$ cat config.mk
export PLATFORM = sky130hd
export DESIGN_NAME = spectrum_magnitude_averager
export DESIGN_NICKNAME = d
export VERILOG_FILES = /design/src/rtl/core/sma_pkg.sv /design/src/rtl/core/sma_step.sv /design/src/rtl/core/spectrum_magnitude_averager.sv
export SDC_FILE = /design/constraint.sdc
export NUM_CORES = 2
export LEC_CHECK = 0
export ABC_AREA = 1
export BUFFER_PORTS_ARGS = -buffer_cell sky130_fd_sc_hd__buf_2
export CORE_ASPECT_RATIO = 1.4
export CORE_MARGIN = 3
export CORE_UTILIZATION = 35
export DETAILED_ROUTE_END_ITERATION = 10
export GPL_TIMING_DRIVEN = 1
export PLACE_DENSITY_LB_ADDON = 0.15
export SYNTH_ARGS = -nofsm -noshare
export SYNTH_HDL_FRONTEND = slang
export SYNTH_SLANG_ARGS = --single-unit
$ cat constraint.sdc
create_clock -name clock -period 7.85 [get_ports clock]
set_input_delay 0.3925 -clock clock [delete_from_list [all_inputs] [get_ports clock]]
set_output_delay 0.3925 -clock clock [all_outputs]
set_load 0.01 [all_outputs]
$ cat src/rtl/core/sma_pkg.sv
// shared constants and types for the spectrum magnitude averager
// no dependencies; imported by every module of the block
`timescale 1ns / 1ps

package sma_pkg;

   localparam int TIME_SIZE = 1024;
   localparam int SPEC_BINS = TIME_SIZE / 2 + 1;
   localparam int MAX_BANDS = SPEC_BINS / 2;

   localparam int PART_W   = 24;
   localparam int BIN_W    = 10;
   localparam int NAV_W    = 9;
   localparam int BIDX_W   = 8;
   localparam int MAG_W    = 24;
   localparam int SQ_W     = 48;
   localparam int SUM_W    = 34;
   localparam int REM_W    = 27;
   localparam int STEP_W   = 5;
   localparam int ADDR_W   = 3;
   localparam int DATA_W   = 32;

   localparam logic [STEP_W-1:0] ROOT_STEPS  = STEP_W'(MAG_W);
   localparam logic [STEP_W-1:0] WIDTH_STEPS = STEP_W'(BIN_W);
   localparam logic [STEP_W-1:0] AVG_STEPS   = STEP_W'(SUM_W - BIN_W);

   localparam logic [BIN_W-1:0] SPEC_BINS_V = BIN_W'(SPEC_BINS);
   localparam logic [BIN_W-1:0] LAST_BIN_V  = BIN_W'(SPEC_BINS - 1);
   localparam logic [NAV_W-1:0] MAX_BANDS_V = NAV_W'(MAX_BANDS);

   localparam logic REG_AVERAGE_MODE = 1'b0;
   localparam logic REG_NUM_AVERAGES = 1'b1;

   typedef struct packed {
      logic              sqrt_mode;
      logic [REM_W-1:0]  rem;
      logic [1:0]        next_bits;
      logic [MAG_W-1:0]  root;
      logic [BIN_W-1:0]  divisor;
   } step_req_type;

   typedef struct packed {
      logic              take;
      logic [REM_W-1:0]  rem;
   } step_rsp_type;

endpackage

$ cat src/rtl/core/sma_step.sv
// shared compare and subtract step for square root and division
// depends on sma_pkg
`timescale 1ns / 1ps

module sma_step
   import sma_pkg::*;
(
   input  step_req_type req,
   output step_rsp_type rsp
);

   logic [REM_W-1:0] trial_a;
   logic [REM_W-1:0] trial_b;
   logic [REM_W:0]   diff;

   always_comb begin
      if (req.sqrt_mode) begin
         trial_a = {req.rem[REM_W-3:0], req.next_bits};
         trial_b = {1'b0, req.root, 2'b01};
      end else begin
         trial_a = {req.rem[REM_W-2:0], req.next_bits[1]};
         trial_b = {{(REM_W-BIN_W){1'b0}}, req.divisor};
      end
      diff     = {1'b0, trial_a} - {1'b0, trial_b};
      rsp.take = ~diff[REM_W];
      rsp.rem  = rsp.take ? diff[REM_W-1:0] : trial_a;
   end

endmodule

$ cat src/rtl/core/spectrum_magnitude_averager.sv
// top level of the spectrum magnitude averager: sequencer, band state, csr port
// depends on sma_pkg and sma_step
`timescale 1ns / 1ps
//
// One FFT bin word enters on the req channel (valid/ready) in order 0 .. TIME_SIZE/2;
// first_bin restarts the bin and band counters. Each bin gives one rsp word with its
// index, floor magnitude, last_bin flag and, in linear mode, the band average when the
// bin closes a band of (TIME_SIZE/2+1)/num_averages bins.
// One compare/subtract unit does all the work, one step a cycle: 24 steps of square
// root, 10 steps of band width division at bin zero, 24 steps of band mean division at
// a band's last bin. Squares come from one 24x24 multiplier, real part then imaginary part.
// Each bin passes through band width division (bin zero only), squaring of the real and
// imaginary parts, square root, band update, band mean division (when a band completes
// in linear mode) and finish. req_ready is high only while the sequencer is idle.
// The result sits in an output register, so the next bin is accepted while it waits;
// if the receiver stalls, the following bin is held finished until the register frees.
// Registers (APB, pready always high): 0x0 average_mode, 0x4 num_averages; a write of
// num_averages outside 1 .. TIME_SIZE/4 is dropped. Write only while idle.
// Synchronous reset clears all control state, average_mode to 0 and num_averages to 1.
//

module spectrum_magnitude_averager
   import sma_pkg::*;
(
   input  logic                     clock,
   input  logic                     reset,

   input  logic                     req_valid,
   output logic                     req_ready,
   input  logic signed [PART_W-1:0] req_real_part,
   input  logic signed [PART_W-1:0] req_imag_part,
   input  logic                     req_first_bin,

   output logic                     rsp_valid,
   input  logic                     rsp_ready,
   output logic [BIN_W-1:0]         rsp_bin_index,
   output logic [MAG_W-1:0]         rsp_magnitude,
   output logic                     rsp_band_valid,
   output logic [BIDX_W-1:0]        rsp_band_index,
   output logic [MAG_W-1:0]         rsp_band_average,
   output logic                     rsp_last_bin,

   input  logic                     psel,
   input  logic                     penable,
   input  logic                     pwrite,
   input  logic [ADDR_W-1:0]        paddr,
   input  logic [DATA_W-1:0]        pwdata,
   output logic [DATA_W-1:0]        prdata,
   output logic                     pready
);

   typedef enum logic [7:0] {
      ST_IDLE   = 8'b0000_0001,
      ST_WIDTH  = 8'b0000_0010,
      ST_SQ_RE  = 8'b0000_0100,
      ST_SQ_IM  = 8'b0000_1000,
      ST_ROOT   = 8'b0001_0000,
      ST_BAND   = 8'b0010_0000,
      ST_AVG    = 8'b0100_0000,
      ST_FINISH = 8'b1000_0000
   } state_type;

   state_type         state_ff, state_in;
   logic              mode_ff, mode_in;
   logic [NAV_W-1:0]  num_av_ff, num_av_in;

   logic [BIN_W-1:0]  bin_count_ff, bin_count_in;
   logic [NAV_W-1:0]  band_count_ff, band_count_in;
   logic [BIN_W-1:0]  in_band_ff, in_band_in;
   logic [SUM_W-1:0]  band_sum_ff, band_sum_in;
   logic [BIN_W-1:0]  band_width_ff, band_width_in;

   logic [PART_W-1:0] re_ff, re_in;
   logic [PART_W-1:0] im_ff, im_in;
   logic [BIN_W-1:0]  idx_ff, idx_in;
   logic [SQ_W-1:0]   x_ff, x_in;
   logic [REM_W-1:0]  rem_ff, rem_in;
   logic [MAG_W-1:0]  q_ff, q_in;
   logic [STEP_W-1:0] cnt_ff, cnt_in;
   logic [MAG_W-1:0]  mag_ff, mag_in;
   logic              bvalid_ff, bvalid_in;
   logic [BIDX_W-1:0] bidx_ff, bidx_in;

   logic              rsp_valid_ff, rsp_valid_in;
   logic [BIN_W-1:0]  rsp_bin_ff, rsp_bin_in;
   logic [MAG_W-1:0]  rsp_mag_ff, rsp_mag_in;
   logic              rsp_bvalid_ff, rsp_bvalid_in;
   logic [BIDX_W-1:0] rsp_bidx_ff, rsp_bidx_in;
   logic [MAG_W-1:0]  rsp_bavg_ff, rsp_bavg_in;
   logic              rsp_last_ff, rsp_last_in;

   step_req_type      step_req;
   step_rsp_type      step_rsp;

   logic [PART_W-1:0] mul_op;
   logic [SQ_W-1:0]   mul_prod;
   logic [BIN_W-1:0]  idx_now;
   logic [SUM_W-1:0]  sum_next;
   logic [BIN_W-1:0]  in_band_next;
   logic              cfg_write;
   logic [NAV_W-1:0]  wr_nav;

   sma_step u_step (
      .req (step_req),
      .rsp (step_rsp)
   );

   assign req_ready = (state_ff == ST_IDLE);
   assign pready    = 1'b1;
   assign cfg_write = psel & penable & pwrite;
   assign wr_nav    = pwdata[NAV_W-1:0];
   assign prdata    = (paddr[2] == REG_NUM_AVERAGES) ?
                      {{(DATA_W-NAV_W){1'b0}}, num_av_ff} :
                      {{(DATA_W-1){1'b0}}, mode_ff};

   assign mul_op   = (state_ff == ST_SQ_RE) ? re_ff : im_ff;
   assign mul_prod = {{PART_W{1'b0}}, mul_op} * {{PART_W{1'b0}}, mul_op};

   assign idx_now      = req_first_bin ? '0 : bin_count_ff;
   assign sum_next     = band_sum_ff + {{(SUM_W-MAG_W){1'b0}}, q_ff};
   assign in_band_next = in_band_ff + 1'b1;

   always_comb begin
      step_req.sqrt_mode = (state_ff == ST_ROOT);
      step_req.rem       = rem_ff;
      step_req.next_bits = x_ff[SQ_W-1 -: 2];
      step_req.root      = q_ff;
      step_req.divisor   = (state_ff == ST_WIDTH) ? {1'b0, num_av_ff} : band_width_ff;
   end

   always_comb begin
      state_in      = state_ff;
      mode_in       = mode_ff;
      num_av_in     = num_av_ff;
      bin_count_in  = bin_count_ff;
      band_count_in = band_count_ff;
      in_band_in    = in_band_ff;
      band_sum_in   = band_sum_ff;
      band_width_in = band_width_ff;
      re_in         = re_ff;
      im_in         = im_ff;
      idx_in        = idx_ff;
      x_in          = x_ff;
      rem_in        = rem_ff;
      q_in          = q_ff;
      cnt_in        = cnt_ff;
      mag_in        = mag_ff;
      bvalid_in     = bvalid_ff;
      bidx_in       = bidx_ff;
      rsp_valid_in  = rsp_valid_ff & ~rsp_ready;
      rsp_bin_in    = rsp_bin_ff;
      rsp_mag_in    = rsp_mag_ff;
      rsp_bvalid_in = rsp_bvalid_ff;
      rsp_bidx_in   = rsp_bidx_ff;
      rsp_bavg_in   = rsp_bavg_ff;
      rsp_last_in   = rsp_last_ff;

      if (cfg_write) begin
         if (paddr[2] == REG_AVERAGE_MODE) begin
            mode_in = pwdata[0];
         end else if (wr_nav != '0 && wr_nav <= MAX_BANDS_V) begin
            num_av_in = wr_nav;
         end
      end

      case (state_ff)
         ST_IDLE: begin
            if (req_valid) begin
               re_in        = req_real_part[PART_W-1] ? PART_W'(0) - req_real_part
                                                      : req_real_part;
               im_in        = req_imag_part[PART_W-1] ? PART_W'(0) - req_imag_part
                                                      : req_imag_part;
               idx_in       = idx_now;
               bin_count_in = (idx_now == LAST_BIN_V) ? '0 : idx_now + 1'b1;
               bvalid_in    = 1'b0;
               bidx_in      = '0;
               if (idx_now == '0) begin
                  band_count_in = '0;
                  in_band_in    = '0;
                  band_sum_in   = '0;
                  x_in          = {SPEC_BINS_V, {(SQ_W-BIN_W){1'b0}}};
                  rem_in        = '0;
                  cnt_in        = WIDTH_STEPS - 1'b1;
                  state_in      = ST_WIDTH;
               end else begin
                  state_in = ST_SQ_RE;
               end
            end
         end
         ST_WIDTH: begin
            rem_in = step_rsp.rem;
            q_in   = {q_ff[MAG_W-2:0], step_rsp.take};
            x_in   = {x_ff[SQ_W-2:0], 1'b0};
            cnt_in = cnt_ff - 1'b1;
            if (cnt_ff == '0) begin
               band_width_in = q_in[BIN_W-1:0];
               state_in      = ST_SQ_RE;
            end
         end
         ST_SQ_RE: begin
            x_in     = mul_prod;
            state_in = ST_SQ_IM;
         end
         ST_SQ_IM: begin
            x_in     = x_ff + mul_prod;
            rem_in   = '0;
            q_in     = '0;
            cnt_in   = ROOT_STEPS - 1'b1;
            state_in = ST_ROOT;
         end
         ST_ROOT: begin
            rem_in = step_rsp.rem;
            q_in   = {q_ff[MAG_W-2:0], step_rsp.take};
            x_in   = {x_ff[SQ_W-3:0], 2'b00};
            cnt_in = cnt_ff - 1'b1;
            if (cnt_ff == '0) begin
               state_in = ST_BAND;
            end
         end
         ST_BAND: begin
            mag_in   = q_ff;
            state_in = ST_FINISH;
            if (band_count_ff < num_av_ff) begin
               if (in_band_next >= band_width_ff) begin
                  if (mode_ff) begin
                     bvalid_in = 1'b1;
                     bidx_in   = band_count_ff[BIDX_W-1:0];
                     rem_in    = {{(REM_W-BIN_W){1'b0}}, sum_next[SUM_W-1 -: BIN_W]};
                     x_in      = {sum_next[MAG_W-1:0], {(SQ_W-MAG_W){1'b0}}};
                     cnt_in    = AVG_STEPS - 1'b1;
                     state_in  = ST_AVG;
                  end
                  band_count_in = band_count_ff + 1'b1;
                  in_band_in    = '0;
                  band_sum_in   = '0;
               end else begin
                  in_band_in  = in_band_next;
                  band_sum_in = sum_next;
               end
            end
         end
         ST_AVG: begin
            rem_in = step_rsp.rem;
            q_in   = {q_ff[MAG_W-2:0], step_rsp.take};
            x_in   = {x_ff[SQ_W-2:0], 1'b0};
            cnt_in = cnt_ff - 1'b1;
            if (cnt_ff == '0) begin
               state_in = ST_FINISH;
            end
         end
         ST_FINISH: begin
            if (!rsp_valid_ff || rsp_ready) begin
               rsp_valid_in  = 1'b1;
               rsp_bin_in    = idx_ff;
               rsp_mag_in    = mag_ff;
               rsp_bvalid_in = bvalid_ff;
               rsp_bidx_in   = bidx_ff;
               rsp_bavg_in   = bvalid_ff ? q_ff : '0;
               rsp_last_in   = (idx_ff == LAST_BIN_V);
               state_in      = ST_IDLE;
            end
         end
         default: begin
            state_in = ST_IDLE;
         end
      endcase
   end

   always_ff @(posedge clock) begin
      if (reset) begin
         state_ff      <= ST_IDLE;
         mode_ff       <= 1'b0;
         num_av_ff     <= NAV_W'(1);
         bin_count_ff  <= '0;
         band_count_ff <= '0;
         in_band_ff    <= '0;
         band_sum_ff   <= '0;
         band_width_ff <= SPEC_BINS_V;
         rsp_valid_ff  <= 1'b0;
      end else begin
         state_ff      <= state_in;
         mode_ff       <= mode_in;
         num_av_ff     <= num_av_in;
         bin_count_ff  <= bin_count_in;
         band_count_ff <= band_count_in;
         in_band_ff    <= in_band_in;
         band_sum_ff   <= band_sum_in;
         band_width_ff <= band_width_in;
         rsp_valid_ff  <= rsp_valid_in;
      end
      re_ff         <= re_in;
      im_ff         <= im_in;
      idx_ff        <= idx_in;
      x_ff          <= x_in;
      rem_ff        <= rem_in;
      q_ff          <= q_in;
      cnt_ff        <= cnt_in;
      mag_ff        <= mag_in;
      bvalid_ff     <= bvalid_in;
      bidx_ff       <= bidx_in;
      rsp_bin_ff    <= rsp_bin_in;
      rsp_mag_ff    <= rsp_mag_in;
      rsp_bvalid_ff <= rsp_bvalid_in;
      rsp_bidx_ff   <= rsp_bidx_in;
      rsp_bavg_ff   <= rsp_bavg_in;
      rsp_last_ff   <= rsp_last_in;
   end

   assign rsp_valid        = rsp_valid_ff;
   assign rsp_bin_index    = rsp_bin_ff;
   assign rsp_magnitude    = rsp_mag_ff;
   assign rsp_band_valid   = rsp_bvalid_ff;
   assign rsp_band_index   = rsp_bidx_ff;
   assign rsp_band_average = rsp_bavg_ff;
   assign rsp_last_bin     = rsp_last_ff;

   a_busy_after_accept: assert property (@(posedge clock) disable iff (reset)
      req_valid && req_ready |=> !req_ready)
      else $error("block accepted a word while busy");

   a_bin_count_range: assert property (@(posedge clock) disable iff (reset)
      bin_count_ff < SPEC_BINS_V)
      else $error("bin count past spectrum end");

   a_in_band_below_width: assert property (@(posedge clock) disable iff (reset)
      in_band_ff < band_width_ff)
      else $error("band fill reached band width");

   a_no_band_fields_idle: assert property (@(posedge clock) disable iff (reset)
      rsp_valid && !rsp_band_valid |-> rsp_band_index == '0 && rsp_band_average == '0)
      else $error("band fields set without band_valid");

   a_finish_loads_output: assert property (@(posedge clock) disable iff (reset)
      state_ff == ST_FINISH && (!rsp_valid_ff || rsp_ready) |=> rsp_valid && req_ready)
      else $error("finished word not presented");

endmodule
# Word level (Yosys, flattened, before mapping)
# Cells that the tools add are included.
[classes]
bitwise_logic = 6
n_lt_le_gt_ge = 3
addsub = 9
mul = 1
n_reduce_logical = 23
mux = 66
eq_ne = 19
[ops]
columns = ["cell", "count"]
rows = [
  ["$pmux W48 S6", 1],
  ["$mux W48", 5],
  ["$mux W26", 7],
  ["$mux W34", 4],
  ["$pmux W26 S4", 1],
  ["$mux W8", 12],
  ["$mux W10", 7],
  ["$pmux W34 S2", 1],
  ["$pmux W8 S8", 1],
  ["$add A48 B48 Y48", 1],
  ["$mul A24 B24 Y48", 1],
  ["$pmux W24 S2", 1],
  ["$sub A1 B24 Y24 const A", 2],
  ["$mux W23", 2],
  ["$mux W9", 5],
  ["$add A34 B24 Y34", 1],
  ["$sub A27 B26 Y28", 1],
  ["$mux W27", 1],
  ["$mux W5", 5],
  ["$mux W24", 1],
  ["$add A10 B1 Y10 const B", 2],
  ["$eq A10 B10 Y1 const B", 2],
  ["$pmux W10 S2", 1],
  ["$pmux W5 S4", 1],
  ["other kinds (38)", 61],
]
[word_totals]
wordCells = 154
inputBits = 91
register_bits = 354
output_inout_bits = 103

# Logic depth before layout (Yosys ltp)
[logic_depth]
word_depth = 6
ltp_mapped = 51
depth_no_buf = 49

# Modules after synthesis
# A second synthesis with hierarchy kept.
[unflattened]
cells_unflattened = 5296
area_unflattened_um2 = 40731.6
[modules_own_cells]
columns = ["module", "area_each_um2", "cells_each", "instances", "seq_area_each_um2"]
rows = [
  ["spectrum_magnitude_averager", 37895.1, 4700, 1, 9739.3],
  ["sma_step", 2836.5, 596, 1, 0.0],
]

# Worst setup path after synthesis
# Ideal clock, no wire load.
[synth_path]
path_type = "register -> register"
from = "register state_ff[6]"
to = "register x_ff[40], data pin"
period_less_slack_ns = 8.534
t_required_ns = 7.589
setup_ns = 0.261
n_path_buf = 3
stages_incl_launch_ff = 46
t_arrival_ns = 8.272
setup_slack_ns = -0.684
cell_sequence = "dfxtp_1 -> inv_1 -> nand2_2 -> nor2_4 -> nand2_1 -> buf_6 -> buf_4 -> o21ai_1 -> inv_1 -> buf_2 -> nor2_1 -> inv_1 -> fa_1 -> inv_1 -> fa_1 -> inv_1 -> fa_1 -> inv_1 -> (+10 left out) -> inv_1 -> nand2_1 -> nand3_1 -> a21oi_1 -> o21bai_1 -> or2_2 -> and2_1 -> ha_1 -> a21oi_1 -> nor2_1 -> nor2_1 -> a21boi_0 -> nand2_1 -> nand2_1 -> nand3_1 -> or2_2 -> nand3_1 -> nand3b_1"
[synth_between]
elab_chain_cells = 5
word_cells_on_any_way = 12
classes_between = "add/sub: 1; mul: 1; eq/ne: 7; mux: 2; reduce/logical: 1"
[synth_rtl]
columns = ["element", "line_no", "source"]
rows = [
  ["start, declared", "spectrum_magnitude_averager.sv:63", "state_type state_ff, state_in;"],
  ["start signal, assigned", "spectrum_magnitude_averager.sv:281", "state_ff <= state_in;"],
  ["$eq A8 B3 Y1", "spectrum_magnitude_averager.sv:116, spectrum_magnitude_averager.sv:166", ""],
  ["$mux W24", "spectrum_magnitude_averager.sv:116", "assign mul_op = (state_ff == ST_SQ_RE) ? re_ff : im_ff;"],
  ["$mul A24 B24 Y48", "spectrum_magnitude_averager.sv:117", "assign mul_prod = {{PART_W{1'b0}}, mul_op} * {{PART_W{1'b0}}, mul_op};"],
  ["$add A48 B48 Y48", "spectrum_magnitude_averager.sv:205", "x_in = x_ff + mul_prod;"],
  ["$pmux W48 S6 *", "spectrum_magnitude_averager.sv:166", "case (state_ff)"],
  ["net x_in[40]", "spectrum_magnitude_averager.sv:76", "logic [SQ_W-1:0] x_ff, x_in;"],
  ["end signal, assigned", "spectrum_magnitude_averager.sv:294", "x_ff <= x_in;"],
  ["end, declared", "spectrum_magnitude_averager.sv:76", ""],
]
# Mark *: on every way through the listed nets, which the timed path passes. The rest lies on a longest branch.
# A chain may end at the register's enable or synchronous reset.

# Final worst setup path
[layout_path]
from = "register state_ff[4]"
to = "register x_ff[45], data pin"
# Same word-level chain as after synthesis.

==> key figures <==
Synthesis
  – Yosys cell types: 70
  – Ys flop type: edfxtp_1
  – Netlist Area Pre-Place: 40,100 um2
  – Sequential element share of the synthesized area: 0.242
  – Avg Inst Size Synth: 7.85 um2
  – Largest cells by area after synthesis: fa_1 21%, edfxtp_1 20%, inv_1 9.8%
  – #FFs+latches synth: 354
  – Cell taking the most area after synthesis: fa_1
  – Post-synthesis async set-or-reset flop share: 0
  – Synth Warn #: 0
  – Share of the synthesized area in the top cell type: 0.212
  – Cells after Synth: 5,113
  – Number of flops mapped to enable cells by yosys: 262

Floorplan
  – Area of the core: 113,000 um2
  – Row count: 146
  – IO Pins: 194
  – Starting Density: 0.354
  – Die X-Extent: 292 um
  – Die Height: 407 um
  – Total die area: 119,000 um2

Setup path
  – Crit start category: flop
  – CP dominant cell by count: inv_2
  – Worst Setup SP: state_ff[4]
  – Critical-path top delay cell: fa_1
  – Worst Path Arrival: 9360 ps
  – Critical path type: flop to flop
  – CP max FO: 8
  – CP Capture Type: flop
  – Worst path max stage delay: 590 ps
  – Worst r2r src: state_ff[4]
  – Worst EP required: 8180 ps
  – R2R setup slack: -1180 ps
  – R2R cell count: 49
  – Worst setup endpoint: x_ff[45]
  – Reg-to-reg endpoint: x_ff[45]

Cells and area
  – Area Overhead vs Synth: 33.0%
  – Fin nets: 6,761
  – Layout cells sized above 1: 0.289

GRT
  – Gr ovfl total: 0
  – GR Util met1: 0.254
  – Global-route wire length before repair: 218,000 um
  – Vias in the first global route: 38,800
  – Initial antenna violation count: 1
  – Global Route Usage Sum: 0.236
  – Met3 Usage GRT: 0.0163
  – Most crowded layer after global routing: met2
  – Largest net degree at the start of global routing: 66
  – GR Layer Usage met2: 0.473

Detailed routing
  – Via-to-Cell Ratio: 4.86
  – Routed length per instance: 18.7 um
  – Pre-antenna DRT Iters: 5
  – Drc violations: 0
  – Initial DRC count: 1,684
  – Vias: 36,300
  – Antenna Nets Post-Route: 0
  – Final wirelength: 140,000 um

Status
  – Status: complete, but fails checks
  – Failing checks: negative setup slack

Timing
  – Rel. slew slack: 0.262
  – Endpoints failing hold: 0
  – Max Clk Rate: 111 MHz
  – # setup viols final: 35
  – Tightest Pin Transition: 1100 ps
  – Tmin final: 9030 ps
  – Final Skew: 40.7 ps
  – Worst setup margin: -1180 ps
  – Final Cycle Share: 1.15
  – Max-slew violations: 0
  – RSZ-0062 raised after global routing: true

Run
  – Max Cap Viol: 0

Clocking
  – CTS tree: done
  – H-tree Lvls: 2
  – CTS sink count: 354
  – Reg clk slew, reported paths: 70 ps
  – Clock buffer depth: 3
  – Clk root buf: clkbuf_16
  – CTS Buf Count: 40
  – Worst-Skew Late Latency: 600 ps

Placement
  – GPL Wtd Cong: 0.921
  – PortBufs: 144
  – Detail Placement HPWL: 116,000 um
  – Placement Setup Slack: -1510 ps

Min path
  – Worst hold path type: input pin to flop
-- routing by layer --
metal  routed length (um)  vias to the layer above
met5                    0                        -
met4                 7010                        0
met3                 3760                      274
met2                77000                      643
met1                52100                    17700
li1                     -                    17700
-- placed cells by master (no fill, tap or decap), drive strengths merged, types with 5 or more instances in the layout --
master	synthesis	final
ha	291	291
a21o	18	18
nand4	51	51
o21a	5	5
clkbuf	50	46
and2	12	12
bufinv	0	6
dfxtp	92	92
o211ai	8	8
o21ai	269	269
nand3b	24	24
nor3	70	70
clkinv	7	26
edfxtp	262	262
xnor2	36	36
or2	30	30
xor2	89	89
inv	1070	1071
buf	82	908
a22oi	12	12
fa	424	424
o21bai	20	20
conb	2	24
a21oi	316	316
nor4	13	13
nand3	215	215
nor2	586	586
a21boi	15	15
nand2	998	998
a31oi	14	14
-- registers in the layout, indices dropped and copies added, names as in the netlist, 9 cells and up --
signal,flops
rsp_bin_index,10
band_width_ff,10
idx_ff,10
x_ff,48
band_count_ff,9
rem_ff,26
rsp_band_average,24
band_sum_ff,34
in_band_ff,10
re_ff,24
im_ff,24
mag_ff,24
q_ff,24
num_av_ff,9
rsp_magnitude,24
bin_count_ff,10
-- how the worst min path moves through the flow --
stage / startpoint / cells after the start / to
CTS: pwdata[0] / 3 / num_av_ff[0]
floorplan: bidx_ff[0] / 0 / rsp_band_index[0]
global route: pwdata[0] / 3 / num_av_ff[0]
global placement: mag_ff[19] / 0 / rsp_magnitude[19]
detailed placement: mag_ff[23] / 0 / rsp_magnitude[23]
finish: pwdata[0] / 3 / num_av_ff[0]
-- synthesized netlist by cell type (all sizes together), types with 2 or more instances --
master	instances
nand4	51
nor4	13
a31oi	14
edfxtp	262
clkbuf	50
a22oi	12
a22o	2
and3	2
a211oi	2
a21o	18
o31ai	4
xnor2	36
nand2	998
a21oi	316
buf	82
a41oi	2
xor2	89
and2	12
o2111ai	4
a21boi	15
o21ai	269
inv	1070
nand3b	24
nand3	215
or2	30
o21a	5
ha	291
clkinv	7
nor3b	2
nor2	586
a221oi	4
fa	424
nor3	70
dfxtp	92
o21bai	20
conb	2
o211ai	8
-- timing repair --
action,in CTS,in global routing
hold buffers,2,0
endpoints found under the hold margin,2,0
pin swaps,84,133
cloned,2,0
buffers inserted,51,36
setup endpoints to repair,38,38
gates resized for setup,432,340
-- critical path, delay by kind of cell (launching register included) --
| kind | cells | cell delay, ps |
|---|---|---|
| fa+ha+maj | 9 | 4240 |
| simple gates | 19 | 2290 |
| flops | 1 | 320 |
| buf+inv | 19 | 1580 |
| compound gates | 2 | 290 |
-- kinds of logic (layout without fill, tap and decap cells) --
family,count (synthesis),count (layout),share of synthesized area
AO/OA/AOI/OAI,702,702,0.0994
XOR/XNOR,125,125,0.0273
adder cells (fa/ha/maj),715,715,0.302
buffers and inverters,1209,2059,0.119
flip-flops,354,354,0.242
other,2,26,0.000187
AND/OR/NAND/NOR,2006,2006,0.210
-- stage by stage --
step / instance area (um2) / util / setup TNS [ps] / hold WS, ps / cells
6_report: 53400 / 0.470 / -30670 / 55.4 / 7467
5_1_grt: 53400 / 0.470 / -41850 / 66.0 / 7465
4_1_cts: 51900 / 0.457 / -28700 / 15.0 / 7432
3_5_place_dp: 48400 / 0.427 / -39760 / 405 / 7307
3_3_place_gp: 48400 / 0.427 / -40580 / 400 / 7307
2_1_floorplan: 41300 / - / -1050 / 400 / 5135
-- layout make-up --
cell class	instances	area, um2
well taps	1480	1850
multi-input cells	3572	29300
repair buffers	910	7030
clock inverters	26	333
fillers	11200	60100
flip-flops and latches	354	9720
diodes	2	5.00
inverters	1077	4140
clock buffers	46	1020
Power is not shown: default switching activity piles up to over one toggle a cycle in this logic, so the estimate is an artifact.
